===== src/rtl/core/pcnt_pkg.sv =====
// Shared constants, token type and elaboration helpers for the prime counter.
package pcnt_pkg;

   localparam int LIMIT_BITS = 17;

   localparam longint MAX_LIMIT = (64'sd1 <<< LIMIT_BITS) - 64'sd1;

   function automatic longint isqrt(longint v);
      longint r;
      r = 0;
      while ((r + 1) * (r + 1) <= v) begin
         r = r + 1;
      end
      return r;
   endfunction

   localparam longint SQRT_MAX = isqrt(MAX_LIMIT);

   // one cell per odd divisor 7, 9, 11, ... up to sqrt(MAX_LIMIT)
   localparam int NUM_CELLS = (SQRT_MAX >= 7) ? int'((SQRT_MAX - 7) / 2 + 1) : 1;
   localparam int DIV_MAX   = 7 + 2 * (NUM_CELLS - 1);
   localparam int RES_BITS  = $clog2(DIV_MAX + 2);

   localparam int TDATA_W = 8 * ((LIMIT_BITS + 7) / 8);

   localparam logic [RES_BITS-1:0]   START_RES = RES_BITS'(3);
   localparam logic [LIMIT_BITS-1:0] FIRST_CAND = LIMIT_BITS'(3);

   typedef struct packed {
      logic                  valid;
      logic                  first;
      logic                  last;
      logic                  skip;
      logic [LIMIT_BITS-1:0] cand;
   } tok_type;

endpackage


===== src/rtl/core/pcnt_tally.sv =====
// Tally: counts surviving candidates, adds those of 2, 3 and 5 not above the limit, and holds the result item.
module pcnt_tally import pcnt_pkg::*; (
   input  logic                  clock,
   input  logic                  reset,
   input  tok_type               tok,
   input  logic [LIMIT_BITS-1:0] lim,
   input  logic                  rsp_ready,
   output logic                  rsp_valid,
   output logic [LIMIT_BITS-1:0] rsp_data,
   output logic                  done
);

   logic [LIMIT_BITS-1:0] cnt_ff,       cnt_in;
   logic [LIMIT_BITS-1:0] res_ff,       res_in;
   logic                  hold_ff,      hold_in;
   logic                  rsp_valid_ff, rsp_valid_in;
   logic [LIMIT_BITS-1:0] rsp_data_ff,  rsp_data_in;
   logic [LIMIT_BITS-1:0] cnt_new;
   logic [LIMIT_BITS-1:0] base;
   logic                  take;

   always_comb begin
      base = LIMIT_BITS'(lim >= LIMIT_BITS'(2))
           + LIMIT_BITS'(lim >= LIMIT_BITS'(3))
           + LIMIT_BITS'(lim >= LIMIT_BITS'(5));

      cnt_new = (tok.first ? '0 : cnt_ff) + LIMIT_BITS'(!tok.skip);

      take = hold_ff && (!rsp_valid_ff || rsp_ready);

      cnt_in       = cnt_ff;
      res_in       = res_ff;
      hold_in      = hold_ff;
      rsp_valid_in = rsp_valid_ff;
      rsp_data_in  = rsp_data_ff;

      if (tok.valid) begin
         cnt_in = cnt_new;
         if (tok.last) begin
            res_in  = cnt_new + base;
            hold_in = 1'b1;
         end
      end

      if (take) begin
         hold_in      = 1'b0;
         rsp_valid_in = 1'b1;
         rsp_data_in  = res_ff;
      end else if (rsp_ready) begin
         rsp_valid_in = 1'b0;
      end
   end

   always_ff @(posedge clock) begin
      if (reset) begin
         hold_ff      <= 1'b0;
         rsp_valid_ff <= 1'b0;
      end else begin
         hold_ff      <= hold_in;
         rsp_valid_ff <= rsp_valid_in;
      end
      cnt_ff      <= cnt_in;
      res_ff      <= res_in;
      rsp_data_ff <= rsp_data_in;
   end

   assign rsp_valid = rsp_valid_ff;
   assign rsp_data  = rsp_data_ff;
   assign done      = take;

endmodule

===== config.mk =====
export PLATFORM = sky130hd
export DESIGN_NAME = pcnt_tally
export DESIGN_NICKNAME = d
export VERILOG_FILES = /design/src/rtl/core/pcnt_pkg.sv /design/src/rtl/core/pcnt_tally.sv
export SDC_FILE = /design/constraint.sdc
export NUM_CORES = 1
export LEC_CHECK = 0
export ABC_AREA = 1
export BUFFER_PORTS_ARGS = -buffer_cell sky130_fd_sc_hd__buf_4
export CAP_MARGIN = 20
export CORE_ASPECT_RATIO = 0.9
export CORE_MARGIN = 3
export CORE_UTILIZATION = 45
export DETAILED_ROUTE_END_ITERATION = 6
export PLACE_DENSITY_LB_ADDON = 0.12
export SYNTH_ARGS = -nofsm -noshare
export SYNTH_HDL_FRONTEND = slang
export SYNTH_SLANG_ARGS = --single-unit

===== constraint.sdc =====
create_clock -name clock -period 4.2 [get_ports clock]
set_input_delay 1.05 -clock clock [delete_from_list [all_inputs] [get_ports clock]]
set_output_delay 1.05 -clock clock [all_outputs]
set_load 0.02 [all_outputs]

# == Word level (Yosys, flattened, before mapping) ==
# Cells that the tools add are included.
# classes
add_sub_neg,4
multipliers,0
div_mod_pow,0
n_lt_le_gt_ge,3
eq_ne,0
shift,0
n_mux,3
n_bitwise,0
n_reduce_logical,7
# ops
cell,n
$ge A17 B2 Y1 const B,2
$add A17 B1 Y17,1
$add A17 B3 Y17,1
$ge A17 B3 Y1 const B,1
$mux W17,1
$add A2 B1 Y3,1
$add A1 B1 Y2,1
$logic_not A1 Y1,2
$mux W1,2
$reduce_and A2 Y1,1
$reduce_bool A2 Y1,1
$reduce_or A2 Y1,1
$logic_and A1 B1 Y1,1
$logic_or A1 B1 Y1,1
# totals
ff_bits,53
latchBits,0
ramBits,0
rom_bits,0
in_bits,41
out_inout_bits,19
wordCells,22
n_memories,0

# == Depth between registers and ports, before layout ==
# logic_depth
word_depth,4
mapped_depth,17
ltp_nobuf,17

# == Worst setup path after synthesis ==
# OpenSTA, ideal clock, no wires.
# synth_path
path_type,input-to-reg
from,input lim[6]
to,register res_ff[16] (data pin)
setup_time_ns,0.252
arrival_ns,3.468
required_ns,3.948
path_slack_ns,0.480
path_stages,17
path_buffers,0
cell_sequence,nor4_1 -> inv_1 -> nor3_1 -> nor3b_1 -> nand2_1 -> fa_1 -> ha_1 -> fa_1 -> inv_1 -> nor2_4 -> nand2_1 -> nor2_4 -> nand3_4 -> nor2_4 -> nand2_1 -> nand2_1 -> nand2_1
# synth_between
elab_chain_len,4
word_cells_on_any_way,6
classes_between,3 x add/sub; 3 x order compare
# synth_lines
element,line,source
from (decl),pcnt_tally.sv:6,"input logic [LIMIT_BITS-1:0] lim,"
"$ge A17 B2 Y1, on equally long branches","pcnt_tally.sv:23, pcnt_tally.sv:24",
$add A1 B1 Y2,pcnt_tally.sv:24,+ LIMIT_BITS'(lim >= LIMIT_BITS'(3))
$add A2 B1 Y3 *,pcnt_tally.sv:25,+ LIMIT_BITS'(lim >= LIMIT_BITS'(5));
$add A17 B3 Y17 *,pcnt_tally.sv:40,res_in = cnt_new + base;
to (signal assigned),pcnt_tally.sv:63,res_ff <= res_in;
to (decl),pcnt_tally.sv:14,"logic [LIMIT_BITS-1:0] res_ff, res_in;"
# Every way passes the cells marked *; elsewhere a longest branch is shown, timed or not.
# A chain may end at the register's enable or synchronous reset.

# == Worst setup path after layout ==
# Ends and elaborated chain as after synthesis.

==> out/metrics.yaml <==
hold_class: "register to register"
clk_latency_ps: 300
vias: 1913
htree_levels: 2
synth-xor-area-share_pct: 3.28
vdd_drop_max_mv: 0.144
synthMuxAreaShare_pct: 0
pwr_density_cell_nw_per_um2: 321
path_cells: "buf_4, nor4_1, inv_1, nor3_1, nor3b_1, nand2_1, fa_1, ha_1, fa_1, inv_1, nor2_4, nand2_1, nor2_4, nand3_4, nor2_4, nand2_1, nand2_1, nand2_1"
synth_cell_types: 31
syn-cell-area_um2: 2900
grt_pass1_wl_um: 7820
syn_nets: 327
worstPathRequired_ps: 4270
fin_skew_ps: 3.99
cts.sinks: 53
min_period_ps: 3740
power.total_uw: 1100
drc: 0
die_width_um: 90.6
tns_ps: 0
rows: 27
initial_core_util_pct: 46.9
syn_inst: 280
leakage_uw: 0.00145
drive_gt1_share_pct: 32.2
ctsResizeCount: 0
synth_top_cell_by_area: "edfxtp_1"
post_cts_buffers: 0
die_y_um: 82.2
outcome: "finished clean"
ys_seq_area_share_pct: 54.2
slowest_delay_ps: 520
worst-setup-path-type: "primary input to register"
avgSynthCellArea_um2: 10.4
final_common_cell: "nand2_1"
cp.depth: 18
grtUsageTotal_pct: 13.4
cpMostUsedCell: "nand2_1"
cp_top_family: "simple AND/OR/NAND/NOR gates"
cts_buffers: 5
grt-ovfl-total: 0
fin_crit_sh_pct: 89.0
clkSlewWorstSetupHoldPaths_ps: 90
clock_tree.root_cell: "clkbuf_8"
synth_compound_area_share_pct: 1.64
reg2regPathDepth: 15
arrival_ps: 3810
fp.coreArea_um2: 6180
synth_top_area_share_pct: 52.8
post_drt_wl_per_cell_um: 11.4
gp_congestion: 0.759
fill_cells: 564
setup_viol: 0
grt_pass1_vias: 1663
slew_violations: 0
max_slew.worst_pin.slew_ps: 574
grt_max_degree: 23
layout.nets: 375
synthToLayoutAreaGrowth_pct: 17.6
slew-limit-headroom_pct: 61.7
antenna_found_initial: 0
ys_seq_elements: 53
final_antenna_net_count: 0
drt_iter0_markers: 52
startpoint_type: "primary input"
synth_fa_ha_area_share_pct: 3.10
timing.fmax_ghz: 0.268
cp_max_fo: 5
io_buffers: 42
rsz0062_at_grt: "false"
end_kind: "register"
cts_tree: "done"
synthSimpleGateAreaFrac_pct: 30.1
num_antenna_cells: 0
synth_warnings: 0
maxCapViolCount: 0
finalWirelength_um: 4720
slowest_stage: "fa_1"
design.die.area_um2: 7450
synth_top_family_by_area: "simple AND/OR/NAND/NOR gates"
hpwl_um: 3680
critical_path_buf_inv_count: 3
final_cell_mix: "nand2_1, edfxtp_1, buf_4"
hold_viol: 0
cts_max_path_buffers: 2
synth_area_leaders: "edfxtp_1, nand2_1, inv_1"
cts_hold_buffers: 0
io_pins: 60
drt-pass1-iter-count: 4
routed_via_density: 4.60
min_path_cells: 0
==> Yosys cell counts (all sizes together) <==
cell type,number
nand2,73
edfxtp,51
inv,49
nor2,35
nand3,25
nand4,12
xor2,6
a21oi,4
ha,4
o21ai,4
xnor2,4
nor4,3
buf,2
dfxtp,2
fa,2
a211oi,1
clkinv,1
nor3,1
nor3b,1
==> final cells by class <==
cell class                      count  area [um2]  area share, %
Clock inverter                      2        38.8           1.14
Multi-Input combinational cell    175        1110           32.6
Tap cell                           87         109           3.19
Clock buffer                        6        72.6           2.13
Sequential cell                    53        1570           46.0
Timing Repair Buffer               43         323           9.46
Inverter                           50         188           5.50
==> stage by stage <==
stage | cells | instance area [um2] | hold slack (ps) | util (%) | setup slack, ps
final | 416 | 3410 | 423 | 55.2 | 464
after floorplan | 280 | 2900 | 400 | - | 480
after detailed placement | 408 | 3300 | 405 | 53.4 | 99.2
after global placement | 408 | 3300 | 402 | 53.4 | 179
after CTS | 416 | 3410 | 427 | 55.2 | 436
after global routing | 416 | 3410 | 431 | 55.2 | 242
==> sequential cells by signal (all words and copies together) (netlist names) <==
| register | count |
|---|---|
| cnt_ff | 17 |
| res_ff | 17 |
| rsp_data | 17 |
| hold_ff | 1 |
| rsp_valid | 1 |
==> cell families (layout without fill, tap and decap cells) <==
family	count (synthesis)	count (layout)
compound gates	9	9
xor+xnor	10	10
fa+ha+maj	6	6
buf+inv	52	101
flops	53	53
simple gates	150	150
==> worst paths after layout <==
check / from / to / slack [ps]
worst min register to register: res_ff[9] / rsp_data[9] / 420
worst min-delay path: res_ff[9] / rsp_data[9] / 420
worst max register to register: cnt_ff[0] / res_ff[16] / 1370
worst max-delay path: lim[6] / res_ff[16] / 460
==> layer usage <==
metal  GRT usage [%]  share of wire [%]  routed length (um)
met5               0                  0                   0
met4            5.05                1.4                  67
met3            2.81                3.6                 172
met2            20.9                 45                2110
met1            18.6                 50                2370
==> where the power goes <==
group | internal, uW | switching, uW | total (uW)
clock | 179 | 164 | 343
sequential | 613 | 13.2 | 626
combinational | 49.0 | 77.7 | 127
total | 841 | 255 | 1100
Note: power is estimated with default switching activity, not from simulation.
