## config.mk

```make
export PLATFORM = sky130hd
export DESIGN_NAME = pcnt_cell
export DESIGN_NICKNAME = d
export VERILOG_FILES = /design/src/rtl/core/pcnt_pkg.sv /design/src/rtl/core/pcnt_cell.sv
export SDC_FILE = /design/constraint.sdc
export NUM_CORES = 1
export LEC_CHECK = 0
export ABC_AREA = 1
export BUFFER_PORTS_ARGS = -buffer_cell sky130_fd_sc_hd__buf_2
export CORE_MARGIN = 4
export CORE_UTILIZATION = 45
export DETAILED_ROUTE_END_ITERATION = 8
export PLACE_DENSITY = 0.76
export SLEW_MARGIN = 5
export SYNTH_ARGS = -nofsm -noshare
export SYNTH_HDL_FRONTEND = slang
export SYNTH_SLANG_ARGS = --single-unit
```

## constraint.sdc

```tcl
create_clock -name clock -period 2.3 [get_ports clock]
set_input_delay 0.23 -clock clock [delete_from_list [all_inputs] [get_ports clock]]
set_output_delay 0.23 -clock clock [all_outputs]
set_load 0.02 [all_outputs]
```

## src/rtl/core/pcnt_pkg.sv

```systemverilog
// Shared constants, token type and elaboration helpers for the prime counter.
package pcnt_pkg;

   localparam int LIMIT_BITS = 17;

   localparam longint MAX_LIMIT = (64'sd1 <<< LIMIT_BITS) - 64'sd1;

   function automatic longint isqrt(longint v);
      longint r;
      r = 0;
      while ((r + 1) * (r + 1) <= v) begin
         r = r + 1;
      end
      return r;
   endfunction

   localparam longint SQRT_MAX = isqrt(MAX_LIMIT);

   // one cell per odd divisor 7, 9, 11, ... up to sqrt(MAX_LIMIT)
   localparam int NUM_CELLS = (SQRT_MAX >= 7) ? int'((SQRT_MAX - 7) / 2 + 1) : 1;
   localparam int DIV_MAX   = 7 + 2 * (NUM_CELLS - 1);
   localparam int RES_BITS  = $clog2(DIV_MAX + 2);

   localparam int TDATA_W = 8 * ((LIMIT_BITS + 7) / 8);

   localparam logic [RES_BITS-1:0]   START_RES = RES_BITS'(3);
   localparam logic [LIMIT_BITS-1:0] FIRST_CAND = LIMIT_BITS'(3);

   typedef struct packed {
      logic                  valid;
      logic                  first;
      logic                  last;
      logic                  skip;
      logic [LIMIT_BITS-1:0] cand;
   } tok_type;

endpackage

```

## src/rtl/core/pcnt_cell.sv

```systemverilog
// Divisor cell: tracks candidate residue mod its divisor and marks divisible candidates.
module pcnt_cell import pcnt_pkg::*; (
   input  logic                  clock,
   input  logic                  reset,
   input  logic [RES_BITS-1:0]   div,
   input  logic [LIMIT_BITS-1:0] div_sq,
   input  logic                  usable,
   input  tok_type               up_tok,
   output tok_type               dn_tok
);

   tok_type               tok_ff, tok_in;
   logic [RES_BITS-1:0]   res_ff, res_in;
   logic [RES_BITS-1:0]   res_cur;
   logic [RES_BITS-1:0]   res_sum;
   logic                  hit;

   always_comb begin
      res_cur = up_tok.first ? START_RES : res_ff;
      res_sum = res_cur + RES_BITS'(2);
      // divisor counts only once its square has been reached
      hit     = up_tok.valid && usable && (up_tok.cand >= div_sq) && (res_cur == '0);

      tok_in      = up_tok;
      tok_in.skip = up_tok.skip || hit;

      res_in = res_ff;
      if (up_tok.valid) begin
         res_in = (res_sum >= div) ? res_sum - div : res_sum;
      end
   end

   always_ff @(posedge clock) begin
      if (reset) begin
         tok_ff.valid <= 1'b0;
      end else begin
         tok_ff.valid <= tok_in.valid;
      end
      tok_ff.first <= tok_in.first;
      tok_ff.last  <= tok_in.last;
      tok_ff.skip  <= tok_in.skip;
      tok_ff.cand  <= tok_in.cand;
      res_ff       <= res_in;
   end

   assign dn_tok = tok_ff;

endmodule

```

Word level (Yosys, flattened, before mapping)
Cells that the tools add are included.
{ "totals": {"wordCells": 17, "regBits": 30, "output_inout_bits": 21} }
{ "op_classes": {"muxes": 2, "magnitude_cmp": 2, "n_reduce_logical": 5, "addsub": 2} }
{ "op_table": {"columns": ["op", "n"], "rows": [
  ["9-bit 2-to-1 mux", 2],
  ["17-bit greater-or-equal comparator", 1],
  ["9-bit by 2-bit adder with 9-bit output, second input constant", 1],
  ["9-bit greater-or-equal comparator", 1],
  ["9-bit zero test", 1],
  ["9-bit subtractor", 1],
  ["1-bit logical AND", 3],
  ["1-bit logical OR", 1]
]} }

Logic depth before layout (Yosys ltp)
{ "logic_depth": {"depth_word": 4, "ltp_mapped": 17, "mapped_depth_nobuf": 17} }

Worst setup path after synthesis
No wires, ideal clock.
{ "synth_timing": {"path_kind": "register -> register", "start": "register res_ff[1]", "end": "register res_ff[4], data pin", "stages_incl_launch_ff": 18, "t_arrival_ps": 2208, "setup_time_ps": 259, "slack_ps": -167, "required_ps": 2041, "period_less_slack_ps": 2467, "cell_sequence": "edfxtp_1 > nor2_1 > inv_1 > ha_1 > nand3_1 > nor2_1 > nand2_1 > nand2_1 > nand2_1 > inv_2 > ha_1 > nand2_1 > inv_1 > a21boi_2 > nand4_4 > buf_12 > nand2_2 > o21ai_2"} }
{ "synth_between": {"elab_chain_cells": 4, "elab_cells_between_ends": 5, "cone_classes": "add/sub: 2; order compare: 1; mux: 2"} }
{ "synth_rtl": {"columns": ["item", "line_no", "text"], "rows": [
  ["start: declaration", "pcnt_cell.sv:13", "logic [RES_BITS-1:0] res_ff, res_in;"],
  ["start signal: assignment", "pcnt_cell.sv:43", "res_ff <= res_in;"],
  ["9-bit 2-to-1 mux (*)", "pcnt_cell.sv:19", "res_cur = up_tok.first ? START_RES : res_ff;"],
  ["9-bit by 2-bit adder with 9-bit output (*)", "pcnt_cell.sv:20", "res_sum = res_cur + RES_BITS'(2);"],
  ["9-bit subtractor / 9-bit greater-or-equal comparator (equally long branches)", "pcnt_cell.sv:29", "res_in = (res_sum >= div) ? res_sum - div : res_sum;"],
  ["9-bit 2-to-1 mux (*)", "pcnt_cell.sv:29", null]
]} }
Every way passes the cells marked *; elsewhere a longest branch is shown, timed or not.
A chain may end at the register's enable or synchronous reset.

Worst setup path in the final report
{ "layout_timing": {"start": "register res_ff[1]", "end": "register res_ff[0], data pin"} }
{ "layout_between": {"elab_chain_cells": 4} }
{ "layout_rtl": {"columns": ["item", "line_no"], "rows": [
  ["9-bit 2-to-1 mux", "pcnt_cell.sv:19"],
  ["9-bit by 2-bit adder with 9-bit output", "pcnt_cell.sv:20"],
  ["9-bit greater-or-equal comparator", "pcnt_cell.sv:29"],
  ["9-bit 2-to-1 mux", "pcnt_cell.sv:29"]
]} }
No other way between the ends.

==> flow_metrics.tcl <==
set metrics [dict create \
    areaGrowthSynthToFinish_pct 51.73 \
    synth_top_area_share 0.2038 \
    first_pass_iters 4 \
    yosysUniqueCellTypes 30 \
    drive_gt1_frac 0.4723 \
    grt_pass1_vias 2006 \
    hpwl_mm 4.217 \
    required_ns 2.33 \
    final.setup_skew_ns 0.002823 \
    final_cell_area_um2 3131 \
    period_minus_slack_ns 2.444 \
    clock_path_buffers 2 \
    hold_class "input pin to flop" \
    start_util 0.4706 \
    fmax_mhz 409.2 \
    grt_pass1_wl_mm 8.707 \
    drt_iter0_markers 82 \
    dieArea_um2 5732 \
    drv_slew 0 \
    wl_per_cell_um 12.97 \
    cp_max_fo 6 \
    insertion_delay_ns 0.28 \
    synthCells 264 \
    synth-seq-cells 30 \
    mostFrequentLayoutCells "70 x buf_2, 52 x nand2_1, 51 x inv_1" \
    ant_nets 0 \
    rows 24 \
    critPathKind "flop to flop" \
    leakagePower_uw 0.001744 \
    report.final.setup_viol 9 \
    arrival_ns 2.48 \
    cap_violations 0 \
    ys_warn_count 0 \
    cts_tree "yes" \
    rsz0062_at_grt "yes" \
    antenna_found_initial 0 \
    syn_nets 342 \
    track_usage 0.2008 \
    die_w_um 75.71 \
    cts_max_level 2 \
    die-height_um 75.71 \
    powerDensity_nw_per_um2 622.9 \
    synth-edff-count 9 \
    hold_viol 0 \
    layout.nets 456 \
    netlist_top_cells_area "dfxtp_1 20%, ha_1 16%, edfxtp_1 13%, nand2_1 11%, inv_1 10%" \
    yosysSeqAreaShare 0.3347 \
    cp_slowest_cell "edfxtp_1" \
    peakVddDrop_v 0.0004866 \
    crit_family "simple AND/OR/NAND/NOR gates" \
    grt_max_degree 11 \
    ios 71 \
    worst_pin_slew_ns 0.2807 \
    finalCritPeriodShare 1.063 \
    mostFrequentLayoutCell "buf_2" \
    synthFlopType "dfxtp_1" \
    drc 0 \
    violations "negative setup slack" \
    slew_headroom 0.8116 \
    setup_ws_ns -0.1441 \
    portBuffers 70 \
    syn_area_per_cell_um2 7.815 \
    postPlaceCellArea_um2 2704 \
    route.vias.total 2030 \
    status "complete, but fails checks" \
    grt_overflow 0 \
    crit_chain "nor2_2 > inv_2 > ha_4 > nand3_4 > nor2_4 > nand2_1 > nand2_1 > nand2_1 > inv_2 > ha_4 > nand2_4 > nor2_4 > nand3b_4 > nand4_4 > buf_6 > o21ai_2" \
    wl_mm 5.590 \
    startpoint_type "flop" \
    cts_buffers 5 \
    cts.root.buffer_cell "clkbuf_8" \
    synth_top_area_cell "dfxtp_1" \
    max_stage_delay_ns 0.42 \
    synth_area_um2 2063 \
    worst_setup_path_end_kind "flop" \
    clkTransAtPathRegs_ns 0.07 \
    worst_path_most_repeated_cell "nand2_1" \
    pre_cts_ws_ns -0.2480 \
    core_um2 4384 \
    async_reset_ff_frac 0 \
    cts.sinks 30 \
    antenna_cells 0 \
    path_buf_inv 3 \
    gp_congestion 0.8773 \
    via_per_inst 4.710 \
]
## metrics by stage
stage | utilization | setup TNS [ns] | std cells | total power, µW | hold slack, ns
global placement | 0.6167 | -1.047 | 412 | 1296 | 0.3337
CTS | 0.7083 | -0.6878 | 429 | 1926 | 0.04466
finish | 0.7140 | -1.179 | 431 | 1950 | 0.04927
detailed placement | 0.6167 | -2.109 | 412 | 1317 | 0.3344
global route | 0.7140 | -2.213 | 431 | 2059 | 0.03929
floorplan | - | 0 | 264 | 1061 | 0.2577
## sequential cells by signal, summed over array words and instances, names as in the netlist
| register | flops |
|---|---|
| res_ff | 9 |
| dn_tok | 21 |
## report_power, final
part / switching, µW / total, µW / leakage, µW / internal (µW)
Combinational: 452 / 839 / 0.00142 / 387
Clock: 203 / 478 / 0.0000561 / 275
Sequential: 27.9 / 633 / 0.000267 / 606
## synth_stat cells, drive strengths merged, types with 2 or more instances
cell type / instances
a21o: 2
nor3: 2
a21oi: 11
ha: 27
nor2: 25
edfxtp: 9
nand3: 8
o21bai: 2
xnor2: 2
o21ai: 9
nand2: 69
nor4: 2
dfxtp: 21
xor2: 9
nand3b: 2
nand4: 2
inv: 59
## layer usage
metal  vias to the layer above  track usage  wire [µm]
met3                        12      0.03298        241
met4                         0      0.09126        125
li1                       1052            -          -
met5                         -            0          0
met1                       916       0.2445       2276
met2                        50       0.3461       2947
## cells by family (layout without fill, tap and decap cells)
family	Yosys count	in the layout	synth area share
AO/OA/AOI/OAI	25	25	0.08126
flip-flops	30	30	0.3347
AND/OR/NAND/NOR	110	111	0.2432
buffers and inverters	60	174	0.1170
adder cells (fa/ha/maj)	28	28	0.1734
XOR/XNOR	11	11	0.05034
## final timing paths
kind / start / depth (start not counted) / slack (ns) / to
max reg2reg: res_ff[1] / 16 / -0.14 / res_ff[0]
min: up_tok[18] / 1 / 0.05 / dn_tok[18]
min reg2reg: res_ff[0] / 5 / 0.63 / dn_tok[17]
max: res_ff[1] / 16 / -0.14 / res_ff[0]
## final cells by class
class / count / area, µm²
tap: 52 / 65.06
multi-input combinational: 175 / 1414
inverter: 59 / 221.5
timing repair buffer: 107 / 635.6
sequential: 30 / 690.7
fill: 320 / 1254
clock inverter: 2 / 10.01
clock buffer: 6 / 93.84
## what timing repair did
| action | 4_1_cts | 5_1_grt |
|---|---|---|
| setup buffers | 8 | 2 |
| endpoints found under the setup margin | 9 | 9 |
| resized for setup | 43 | 3 |
| hold buffers | 0 | 0 |
| pin swaps | 17 | 9 |
| gates cloned | 1 | 0 |
Note: power is estimated with default switching activity, not from simulation.
