==> src/rtl/core/pcnt_pkg.sv <==
// Shared constants, token type and elaboration helpers for the prime counter.
package pcnt_pkg;

   localparam int LIMIT_BITS = 17;

   localparam longint MAX_LIMIT = (64'sd1 <<< LIMIT_BITS) - 64'sd1;

   function automatic longint isqrt(longint v);
      longint r;
      r = 0;
      while ((r + 1) * (r + 1) <= v) begin
         r = r + 1;
      end
      return r;
   endfunction

   localparam longint SQRT_MAX = isqrt(MAX_LIMIT);

   // one cell per odd divisor 7, 9, 11, ... up to sqrt(MAX_LIMIT)
   localparam int NUM_CELLS = (SQRT_MAX >= 7) ? int'((SQRT_MAX - 7) / 2 + 1) : 1;
   localparam int DIV_MAX   = 7 + 2 * (NUM_CELLS - 1);
   localparam int RES_BITS  = $clog2(DIV_MAX + 2);

   localparam int TDATA_W = 8 * ((LIMIT_BITS + 7) / 8);

   localparam logic [RES_BITS-1:0]   START_RES = RES_BITS'(3);
   localparam logic [LIMIT_BITS-1:0] FIRST_CAND = LIMIT_BITS'(3);

   typedef struct packed {
      logic                  valid;
      logic                  first;
      logic                  last;
      logic                  skip;
      logic [LIMIT_BITS-1:0] cand;
   } tok_type;

endpackage

==> src/rtl/core/pcnt_gen.sv <==
// Candidate generator: walks odd numbers from 3 to the limit, flags multiples of 3 and 5.
module pcnt_gen import pcnt_pkg::*; (
   input  logic                  clock,
   input  logic                  reset,
   input  logic                  start,
   input  logic [LIMIT_BITS-1:0] limit,
   input  logic                  done,
   output tok_type               tok,
   output logic                  busy,
   output logic [LIMIT_BITS-1:0] lim
);

   logic                  run_ff,   run_in;
   logic                  first_ff, first_in;
   logic                  busy_ff,  busy_in;
   logic [LIMIT_BITS-1:0] cand_ff,  cand_in;
   logic [LIMIT_BITS-1:0] lim_ff,   lim_in;
   logic [1:0]            m3_ff,    m3_in;
   logic [2:0]            m5_ff,    m5_in;
   logic [LIMIT_BITS:0]   next2;
   logic [2:0]            m5_sum;
   logic                  at_end;

   always_comb begin
      next2  = {1'b0, cand_ff} + (LIMIT_BITS + 1)'(2);
      at_end = next2 > {1'b0, lim_ff};
      m5_sum = m5_ff + 3'd2;

      tok.valid = run_ff;
      tok.first = first_ff;
      tok.last  = at_end;
      tok.skip  = (m3_ff == 2'd0) || (m5_ff == 3'd0);
      tok.cand  = cand_ff;

      run_in   = run_ff;
      first_in = first_ff;
      busy_in  = busy_ff;
      cand_in  = cand_ff;
      lim_in   = lim_ff;
      m3_in    = m3_ff;
      m5_in    = m5_ff;

      if (start) begin
         run_in   = 1'b1;
         first_in = 1'b1;
         busy_in  = 1'b1;
         cand_in  = FIRST_CAND;
         lim_in   = limit;
         m3_in    = 2'd0;
         m5_in    = 3'd3;
      end else if (run_ff) begin
         first_in = 1'b0;
         cand_in  = next2[LIMIT_BITS-1:0];
         m3_in    = (m3_ff == 2'd0) ? 2'd2 : m3_ff - 2'd1;
         m5_in    = (m5_sum >= 3'd5) ? m5_sum - 3'd5 : m5_sum;
         if (at_end) begin
            run_in = 1'b0;
         end
      end

      if (done) begin
         busy_in = 1'b0;
      end
   end

   always_ff @(posedge clock) begin
      if (reset) begin
         run_ff  <= 1'b0;
         busy_ff <= 1'b0;
      end else begin
         run_ff  <= run_in;
         busy_ff <= busy_in;
      end
      first_ff <= first_in;
      cand_ff  <= cand_in;
      lim_ff   <= lim_in;
      m3_ff    <= m3_in;
      m5_ff    <= m5_in;
   end

   assign busy = busy_ff;
   assign lim  = lim_ff;

endmodule

==> config.mk <==
export PLATFORM = sky130hd
export DESIGN_NAME = pcnt_gen
export DESIGN_NICKNAME = d
export VERILOG_FILES = /design/src/rtl/core/pcnt_pkg.sv /design/src/rtl/core/pcnt_gen.sv
export SDC_FILE = /design/constraint.sdc
export NUM_CORES = 1
export LEC_CHECK = 0
export ABC_CLOCK_PERIOD_IN_PS = 4800
export BUFFER_PORTS_ARGS = -buffer_cell sky130_fd_sc_hd__buf_4
export CAP_MARGIN = 10
export CORE_MARGIN = 4
export CORE_UTILIZATION = 53
export CTS_BUF_LIST = sky130_fd_sc_hd__clkbuf_4 sky130_fd_sc_hd__clkbuf_8 sky130_fd_sc_hd__clkbuf_16
export CTS_CLUSTER_SIZE = 24
export DETAILED_ROUTE_END_ITERATION = 6
export PLACE_DENSITY = 0.88
export SKIP_CTS_REPAIR_TIMING = 1
export SYNTH_ARGS = -nofsm -noshare
export SYNTH_HDL_FRONTEND = slang
export SYNTH_SLANG_ARGS = --single-unit
==> constraint.sdc <==
create_clock -name clock -period 4.8 [get_ports clock]
set_input_delay 0.72 -clock clock [delete_from_list [all_inputs] [get_ports clock]]
set_output_delay 0.72 -clock clock [all_outputs]
set_load 0.1 [all_outputs]
Yosys cells after proc, flatten, opt, wreduce, memory -nomap -nowiden
Index checks and enable logic that the tools add are counted.
- output and inout port bits: 39
- bits of input ports: 21
- flip-flop bits (word level): 42
- word-level logic and storage cells: 22
- add/sub/neg operators: 4
- muxes and demuxes: 5
- reduce and logical (&&, ||, !) cells: 4
- $lt $le $gt $ge: 2
- operators with widths (cell ; count):
    17-bit by 2-bit adder with 18-bit output (second input constant) ; 1
    18-bit by 17-bit > comparator with 1-bit output ; 1
    3-bit by 2-bit adder with 3-bit output (second input constant) ; 1
    3-bit >= comparator (second input constant) ; 1
    3-bit zero test ; 1
    1-bit 2-to-1 mux ; 3
    3-bit 2-to-1 mux ; 1
    3-bit subtractor (second input constant) ; 1
    2-bit zero test ; 1
    2-bit 2-to-1 mux ; 1
    2-bit OR reduction ; 1
    2-bit by 1-bit subtractor with 2-bit output (second input constant) ; 1
    1-bit logical OR ; 1

Logic depth before layout (Yosys ltp)
Gate-level depths: netlist of the first run.
- depth in word-level cells: 5
- mapped depth: 13
- gate-level depth less buffers: 11

Worst setup path before layout of the first run
OpenSTA, ideal clock, no wires.
- path kind: register to output
- from: register cand_ff[1]
- to: output tok[18] in the netlist's numbering
- data required time: 4.080 ns
- slack: 0.280 ns
- data arrival time: 3.800 ns
- stages on the path, launching flop included: 12
- path buffers: 1
- cells stage by stage: dfxtp_1 ha_1 nand3_1 nor4_4 nand3_1 xnor2_1 ha_1 a21o_1 a2111oi_0 a211oi_1 or2_2 buf_4
- longest elaborated chain between the ends: 2
- ends and longest elaborated chain (what ; line ; source):
    start: declaration ; pcnt_gen.sv:16 ; logic [LIMIT_BITS-1:0] cand_ff, cand_in;
    start signal: assignment ; pcnt_gen.sv:75 ; cand_ff <= cand_in;
    17-bit by 2-bit adder with 18-bit output ; pcnt_gen.sv:25 ; next2 = {1'b0, cand_ff} + (LIMIT_BITS + 1)'(2);
    named net next2[15] ; pcnt_gen.sv:20 ; logic [LIMIT_BITS:0] next2;
    18-bit by 17-bit > comparator with 1-bit output ; pcnt_gen.sv:26 ; at_end = next2 > {1'b0, lim_ff};
    end: declaration ; pcnt_gen.sv:8 ; output tok_type tok,
The timed path passes the listed nets, and every way through them passes these cells.

==> run metrics, run 1 <==
first-pass GRT wire length=8286 um; remaining routing DRC violations=0; CTS tree=built; Setup CP Type=flip-flop to output port; Worst setup EP type=output port; area grow syn2layout=21.41%; initial antenna violation count=0; Final period util=0.9111; most common cell after layout, fill and taps aside=buf_4; Top delay family on crit path=simple AND/OR/NAND/NOR gates; Post-synth EDFFs=17; number of global-route vias before repair=1,855; routed len/inst=14.15 um; DRC marker count from the first detailed-route iteration=96; die area=5536 sq um; total CTS buffers=5; slew margin rel.=0.3659; Ports=60; Final WS setup=0.4266 ns; crit start category=flip-flop; Core ar.=4144 sq um; area post-placement=2746 sq um; worst-path maximum fanout=7; Syn Std Cell Area=2337 sq um; Slowest-stage cell, CP=dfxtp_1; Flop pwr share=0.447; highest-count cells in the layout ignoring fill and taps=58 x buf_4, 25 x nor2_1, 24 x inv_1, 24 x ha_1, 24 x dfxtp_1; setup TNS=0 ns; Setup WS pre-CTS=0.7463 ns; Least-Margin Pin Slew=0.9498 ns; Max Cap Viol=0; gp weighted congestion=0.8406; post-route ant nets=0; Arr. time, crit path=around 3.7 ns; Primary FF master, synth=dfxtp_1; Layout Nets=roughly 340; switching pwr=0.3450 mW; post-synth top area share=0.2184; minimum clock period=about 4.4 ns; Peak Freq=~230 MHz; GR Util All Layers=0.1980; Mapped Cells=239; grt total ovfl=0; Max Slew Vio Count=0; Worst EP required=4.08 ns; Logic pwr share=0.301; Synth cell types=37; die height=74.41 um; Worst-Skew Late Latency=0.29 ns; vias per std cell=5.357; outcome=finished, final reports clean; fin area=2838 sq um; CTS Root Cell=clkbuf_8; endpoints failing setup=0; clk sink count=41; largest net degree at the start of global routing=39; Synth Warn #=0; # rows=23; Clk pwr share=0.251; ANT cells=0; port bufs=58; Internal Pwr Total=0.5894 mW; layout cells sized above 1=0.2466; ys async rst share=0; sequential share of the synthesized area=0.4240; worst hold path type=flip-flop to flip-flop; Final Skew=about 0.0026 ns; H-tree Lvls=2; post-synth top area cell=edfxtp_1; Critical path buffers and inverters=1; RSZ-0062 raised after global routing=no; PwrDens=329.3 nW/um^2; synth top area cells=edfxtp_1 22%, dfxtp_1 21%, ha_1 13%; CTS Buffer Depth=2; post-synthesis register bit count=41; HPWL after detailed placement=about 3700 um; switch share=0.3692; DRT Pass-1 Iters=4; post-synth net total=284; VDD IR max=251.7 uV; Slowest Stage Delay on Critical Path=0.52 ns; Vias=1,832; Lkg Pwr=approximately 1.4 nW; chip width=74.41 um; total wire length=4841 um; Clock transition at path regs=0.07 ns; CP cell instances=ha_1 -> nand3_1 -> nor4_4 -> nand3_1 -> xnor2_1 -> ha_1 -> a21o_1 -> a2111oi_0 -> a211oi_1 -> or2_2 -> buf_4; initial core utilization=0.5640; Avg Cell Area, Syn=roughly 9.8 sq um; Fin. Hold Viols=0
## power groups by stage
stage	logic, mW	clock network, mW	registers (mW)
finish	0.281	0.235	0.418
global route	0.307	0.258	0.423
CTS	0.284	0.240	0.418
detailed placement	0.283	0	0.426
global placement	0.277	0	0.424
floorplan	0.124	0	0.524
## worst reg2reg max path, delay by kind of cell (launching register included)
kind	cells	cell delay (ns)
adders and majority gates	2	0.59
AOI/OAI and AO/OA	4	1.01
DFF	1	0.52
xor gates and xnor gates	1	0.16
and+or+nand+nor	3	0.81
## cells in the mapped netlist (all sizes together) (4+ instances only)
library cell	instances
nand4	9
xnor2	11
edfxtp	17
o21ai	6
nor2	25
a211oi	4
clkbuf	5
dfxtp	24
nand2	19
nand3	9
a21oi	7
xor2	18
buf	7
ha	24
nor3	6
inv	24
## final cells by class
class                           instances  area [sq um]
Sequential cell                        41         991.0
Inverter                               24         90.09
Multi-Input combinational cell        161          1167
Fill cell                             313          1306
Clock buffer                            8         91.34
Tap cell                               50         62.56
Timing Repair Buffer                   58         435.4
## final timing paths
path / depth (start not counted) / slack [ns] / endpoint / start
min reg2reg: 2 / 0.48 / first_ff / first_ff
max reg2reg: 10 / 1.63 / run_ff / cand_ff[1]
max: 11 / 0.43 / tok[18] / cand_ff[1]
min: 2 / 0.48 / first_ff / first_ff
## per-layer routing
layer	part of all wire	vias to the layer above	GRT usage
li1	-	908	-
met1	0.42	856	0.2241
met2	0.49	54	0.3327
met3	0.063	14	0.06486
met4	0.030	0	0.1008
met5	0	-	0
## through the flow
step                  util  hold WS [ns]  power (mW)  std cells
global placement    0.6627        0.4452      0.7016        334
finish              0.6848        0.4774      0.9344        342
detailed placement  0.6627        0.4779      0.7090        334
CTS                 0.6848        0.4848      0.9415        342
floorplan                -        0.4305      0.6484        239
global route        0.6848        0.5074      0.9870        342
## cells by family (layout without fill, tap and decap cells)
logic type / Yosys count / after routing / synth area share
XOR/XNOR: 29 / 29 / 0.1087
multiplexers: 3 / 3 / 0.01285
AO/OA/AOI/OAI: 24 / 24 / 0.06531
AND/OR/NAND/NOR: 80 / 80 / 0.1826
buffers and inverters: 37 / 90 / 0.07655
other: 1 / 1 / 0.001604
adder cells (fa/ha/maj): 24 / 24 / 0.1285
flip-flops: 41 / 41 / 0.4240
## flip-flops by register name (all words and copies together), names as in the netlist
register  count
run_ff        1
first_ff      1
busy          1
cand_ff      16
m3_ff         2
m5_ff         3
lim          17
(Power assumes the default switching activity.)
==> inputs of run 2 (changes only) <==
==> config.mk (replaced) <==
export PLATFORM = sky130hd
export DESIGN_NAME = pcnt_gen
export DESIGN_NICKNAME = d
export VERILOG_FILES = /design/src/rtl/core/pcnt_pkg.sv /design/src/rtl/core/pcnt_gen.sv
export SDC_FILE = /design/constraint.sdc
export NUM_CORES = 1
export LEC_CHECK = 0
export ABC_CLOCK_PERIOD_IN_PS = 3920
export CAP_MARGIN = 10
export CORE_MARGIN = 4
export CORE_UTILIZATION = 57
export CTS_BUF_LIST = sky130_fd_sc_hd__clkbuf_4 sky130_fd_sc_hd__clkbuf_8 sky130_fd_sc_hd__clkbuf_16
export CTS_CLUSTER_SIZE = 24
export DETAILED_ROUTE_END_ITERATION = 6
export DONT_BUFFER_PORTS = 1
export PLACE_DENSITY = 0.83
export SKIP_CTS_REPAIR_TIMING = 1
export SYNTH_ARGS = -nofsm -noshare
export SYNTH_HDL_FRONTEND = slang
export SYNTH_SLANG_ARGS = --single-unit
==> constraint.sdc (replaced) <==
create_clock -name clock -period 3.92 [get_ports clock]
set_input_delay 0.588 -clock clock [delete_from_list [all_inputs] [get_ports clock]]
set_output_delay 0.588 -clock clock [all_outputs]
set_load 0.1 [all_outputs]
==> run 2 against run 1 <==
  * First-iteration DRC count is 55% higher
  * Sequential share of layout area is 1.7 points higher
  * Largest power group unchanged
  * Final cell count is 6.4% lower
  * Wire length is 3.3% higher
  * Die area is 6.3% lower
  * Clock-buffer cell count is 2 lower
  * Non-clock buffer count is 22 lower
==> run metrics, run 2 (synthesis results as in run 1) <==
Worst EP required=3.33 ns (-0.75 ns); Worst-Skew Late Latency=0.29 ns (about the same); chip width=72.04 um (-3.2%); area grow syn2layout=18.25%; Worst setup EP type=output port; HPWL after detailed placement=3647 um (-1.2%); die area=5189 sq um (-6.3%); grt total ovfl=0 (unchanged); Layout Nets=314 (-6.5%); DRT Pass-1 Iters=4 (unchanged); total CTS buffers=5 (unchanged); layout cells sized above 1=0.2481 (+0.001573); minimum clock period=3.726 ns; CTS Root Cell=clkbuf_8; Max Slew Vio Count=0 (unchanged); Fin. Hold Viols=0 (unchanged); outcome=finished, final reports clean; Peak Freq=268.4 MHz; worst hold path type=primary input to flip-flop; Fillers=299 (-4.5%); Setup CP Type=flip-flop to output port; most common cell after layout, fill and taps aside=buf_4; Setup WS pre-CTS=0.2837 ns (-0.4626 ns); port bufs=0 (-100%); Clock transition at path regs=0.08 ns (about the same); total wire length=4999 um (+3.3%); Least-Margin Pin Slew=1.002 ns (+0.05182 ns); initial core utilization=0.5885 (+0.02452); endpoints failing setup=0 (unchanged); crit start category=flip-flop; largest net degree at the start of global routing=39 (unchanged); routed len/inst=15.62 um (+10%); max reg flops=17 (unchanged); Core ar.=3971 sq um (-4.2%); H-tree Lvls=2 (unchanged); DRC marker count from the first detailed-route iteration=149 (+55%); VDD IR max=283.7 uV (+13%); Vias=1,749 (-4.5%); setup TNS=0 ns (unchanged); remaining routing DRC violations=0 (unchanged); worst-path maximum fanout=6 (-1); Final WS setup=0.1943 ns (-0.2322 ns); Max Cap Viol=0 (unchanged); ANT cells=0 (unchanged); GR Util All Layers=0.1988 (+0.0007896); Ports=60 (unchanged); CTS Buffer Depth=2 (unchanged); Arr. time, crit path=3.14 ns (-0.51 ns); clk sink count=41 (unchanged); # rows=23 (unchanged); PwrDens=429.1 nW/um^2 (+30%); highest-count cells in the layout ignoring fill and taps=35 x buf_4, 24 x inv_1, 23 x nor2_1, 23 x ha_1; gp weighted congestion=0.8301 (-1.2%); post-route ant nets=0 (unchanged); number of global-route vias before repair=1,746 (-5.9%); CTS tree=built; Final Skew=0.008267 ns (+0.005704 ns); die height=72.04 um (-3.2%); slew margin rel.=0.3323 (-0.03368); initial antenna violation count=0 (unchanged); first-pass GRT wire length=8045 um (-2.9%); Final period util=0.9504; Lkg Pwr=1.267 nW (-6.4%); vias per std cell=5.466 (+2.0%)
run 2: stage by stage:
stage | std cells | total power, mW | area, sq um | utilization | hold slack (ns)
4_1_cts | 319 | 1.182 | 2714 | 0.6834 | 0.3515
3_3_place_gp | 311 | 0.8332 | 2604 | 0.6556 | 0.4759
2_1_floorplan | 239 | 0.7953 | 2354 | - | 0.4305
5_1_grt | 320 | 1.237 | 2764 | 0.6960 | 0.3433
3_5_place_dp | 311 | 0.8444 | 2604 | 0.6556 | 0.4961
6_report | 320 | 1.186 | 2764 | 0.6960 | 0.3535
run 2: final timing paths:
kind                endpoint  depth (start not counted)  slack (ns)        from
setup / recovery     tok[18]                         12        0.19  cand_ff[9]
hold / removal    cand_ff[3]                          1        0.35       start
setup reg to reg      run_ff                         11        1.20  cand_ff[9]
hold reg to reg     m3_ff[1]                          2        0.51    m3_ff[1]
run 2: final cells by class:
cell class | count | area, sq um | area share
inverter | 24 | 90.09 | 0.03259
sequential | 41 | 1011 | 0.3658
tap | 50 | 62.56 | 0.02263
clock buffer | 6 | 76.32 | 0.02761
timing repair buffer | 36 | 282.8 | 0.1023
multi-input combinational | 161 | 1207 | 0.4369
clock inverter | 2 | 33.78 | 0.01222
run 2: power by group:
| group | leakage, nW | switching [mW] | internal [mW] |
|---|---|---|---|
| Clock | 0.0563 | 0.142 | 0.195 |
| Sequential | 0.367 | 0.0494 | 0.477 |
| Combinational | 0.844 | 0.238 | 0.0841 |
| Total | 1.27 | 0.430 | 0.756 |
run 2: routing by layer:
layer | vias up | track usage | share of wire
met3 | 12 | 0.06787 | 0.071
li1 | 865 | - | -
met2 | 63 | 0.3408 | 0.52
met5 | - | 0 | 0
met1 | 809 | 0.2289 | 0.39
met4 | 0 | 0.07516 | 0.022
run 2: worst max-delay path: stages, from the launching register on:
cell and delay [ns]:
dfxtp_2 0.41, nand2_1 0.11, nor4_4 0.35, nand2_2 0.11, nor2_2 0.14, xor2_1 0.20, ha_1 0.29, nand3_1 0.14
o21bai_1 0.13, a2111oi_2 0.38, a211oi_2 0.09, or2_2 0.32, buf_12 0.17
==> inputs of run 3 (changes only) <==
--- a/config.mk
+++ b/config.mk
@@ -7,6 +7,7 @@
 export LEC_CHECK = 0
 export ABC_CLOCK_PERIOD_IN_PS = 3920
 export CAP_MARGIN = 10
+export CORE_ASPECT_RATIO = 0.75
 export CORE_MARGIN = 4
 export CORE_UTILIZATION = 57
 export CTS_BUF_LIST = sky130_fd_sc_hd__clkbuf_4 sky130_fd_sc_hd__clkbuf_8 sky130_fd_sc_hd__clkbuf_16
==> run 3 against run 2 <==
  * Critical path depth is the same
  * Clock power shrank 9.8%
  * First-iteration DRC count shrank 46%
  * Wire length grew 2.0%
  * Combinational power shrank 3%
  * Register-to-register slack lost 0.04 ns
  * Fmax shrank 0.76%
  * Via count grew 0.91%
  * Hold slack lost 0.016 ns
  * Die area grew 0.20%
  * Clock skew shrank 0.0028 ns
==> run metrics, run 3 (synthesis results as in run 1) <==
Core ar.=3804 sq um (-4.2%); clk sink count=41 (unchanged); PwrDens=410.3 nW/um^2 (-4.4%); grt total ovfl=0 (unchanged); area of the multi-input gates=1217 sq um (+0.83%); Worst setup EP type=output port; CTS Root Cell=clkbuf_8; remaining routing DRC violations=0 (unchanged); vias per std cell=5.431 (-0.64%); most common cell after layout, fill and taps aside=buf_4; chip width=81.94 um (+14%); minimum clock period=3.754 ns (+0.02848 ns); crit start category=flip-flop; largest net degree at the start of global routing=39 (unchanged); number of global-route vias before repair=1,810 (+3.7%); Final period util=0.9577 (+0.007266); Arr. time, crit path=3.17 ns (+0.03 ns); Ports=60 (unchanged); worst hold path type=primary input to flip-flop; Register Area=1008 sq um (-0.25%); initial core utilization=0.6145 (+0.02594); Setup CP Type=flip-flop to output port; first-pass GRT wire length=8217 um (+2.1%); initial antenna violation count=0 (unchanged); CTS tree=built; CTS Buffer Depth=2 (unchanged); total wire length=5099 um (+2.0%); Least-Margin Pin Slew=1.007 ns (+0.005791 ns); VDD IR max=329.3 uV (+16%); port bufs=0 (unchanged); DRC marker count from the first detailed-route iteration=81 (-46%); Peak Freq=266.4 MHz (-0.76%); # rows=19 (-17%); highest-count cells in the layout ignoring fill and taps=37 x buf_4, 24 x inv_1, 24 x nor2_1; HPWL after detailed placement=3742 um (+2.6%); Max Slew Vio Count=0 (unchanged); Fin. Hold Viols=0 (unchanged); layout cells sized above 1=0.2637 (+0.01559); Clock transition at path regs=0.08 ns (about the same); Vias=1,765 (+0.91%); DRT Pass-1 Iters=4 (unchanged); post-route ant nets=0 (unchanged); non-filler cells, final=325 (+1.6%); Layout Nets=317 (+0.96%); Tot Pwr=1.145 mW (-3.4%); die area=5200 sq um (+0.20%); routed len/inst=15.69 um (+0.43%); Worst-Skew Late Latency=0.30 ns (about the same); worst-path maximum fanout=5 (-1); area grow syn2layout=19.43%; Lkg Pwr=1.282 nW (+1.2%); endpoints failing setup=0 (unchanged); GR Util All Layers=0.2043 (+0.005486); Max Cap Viol=0 (unchanged); placed insts=313 (+0.64%); H-tree Lvls=2 (unchanged); max reg flops=17 (unchanged); die height=63.46 um (-12%); Final Skew=0.005481 ns (-0.002785 ns); post-layout util=0.7339 (+0.03792); gp weighted congestion=0.8285 (-0.19%); Fillers=275 (-8.0%); Worst EP required=3.33 ns (about the same); slew margin rel.=0.3284 (-0.003860); outcome=finished, final reports clean; total CTS buffers=5 (unchanged); ANT cells=0 (unchanged)
[run 3: worst paths after layout]
check / from / endpoint / slack [ns] / depth (start not counted)
setup / recovery: cand_ff[4] / tok[18] / 0.17 / 12
hold reg to reg: m3_ff[1] / m3_ff[1] / 0.50 / 2
hold / removal: start / cand_ff[2] / 0.34 / 1
setup reg to reg: cand_ff[4] / run_ff / 1.16 / 11
[run 3: final cells by class]
class / instances / share of cell area
clock inverter: 1 / 0.001793
clock buffer: 7 / 0.03451
sequential: 41 / 0.3613
timing repair buffer: 39 / 0.1107
inverter: 24 / 0.03227
tap: 52 / 0.02331
multi-input combinational: 161 / 0.4361
[run 3: report_power, final]
group	leakage, nW	total (mW)	switching, mW	internal (mW)
Sequential	0.367	0.529	0.0513	0.478
Combinational	0.861	0.312	0.228	0.0833
Clock	0.0542	0.304	0.145	0.159
Total	1.28	1.15	0.425	0.720
[run 3: per-layer routing]
metal	track usage	wire length, um	vias to the layer above
li1	-	-	867
met1	0.2426	2015	836
met2	0.3427	2604	50
met3	0.06125	357	12
met4	0.07676	122	0
met5	0	0	-
[run 3: critical path, cell delays in order (launching register included)]
cell and delay [ns]:
dfxtp_2 0.44, nand4_4 0.15, nor4_4 0.23, nand2_1 0.15, nor2_1 0.15, xor2_1 0.20
ha_1 0.31, nand3_2 0.13, o21bai_1 0.12, a2111oi_2 0.38, a211oi_2 0.10, or2_2 0.32
buf_12 0.17
[run 3: metrics by stage]
step	worst slack, ns	hold WS (ns)	TNS [ns]	cell area (sq um)
6_report	0.1659	0.3376	0	2791
5_1_grt	-0.03300	0.3338	-0.03300	2791
4_1_cts	-0.2432	0.3360	-0.2432	2708
3_5_place_dp	0.1598	0.4926	0	2606
3_3_place_gp	0.3320	0.4751	0	2606
2_1_floorplan	0.09442	0.4305	0	2354
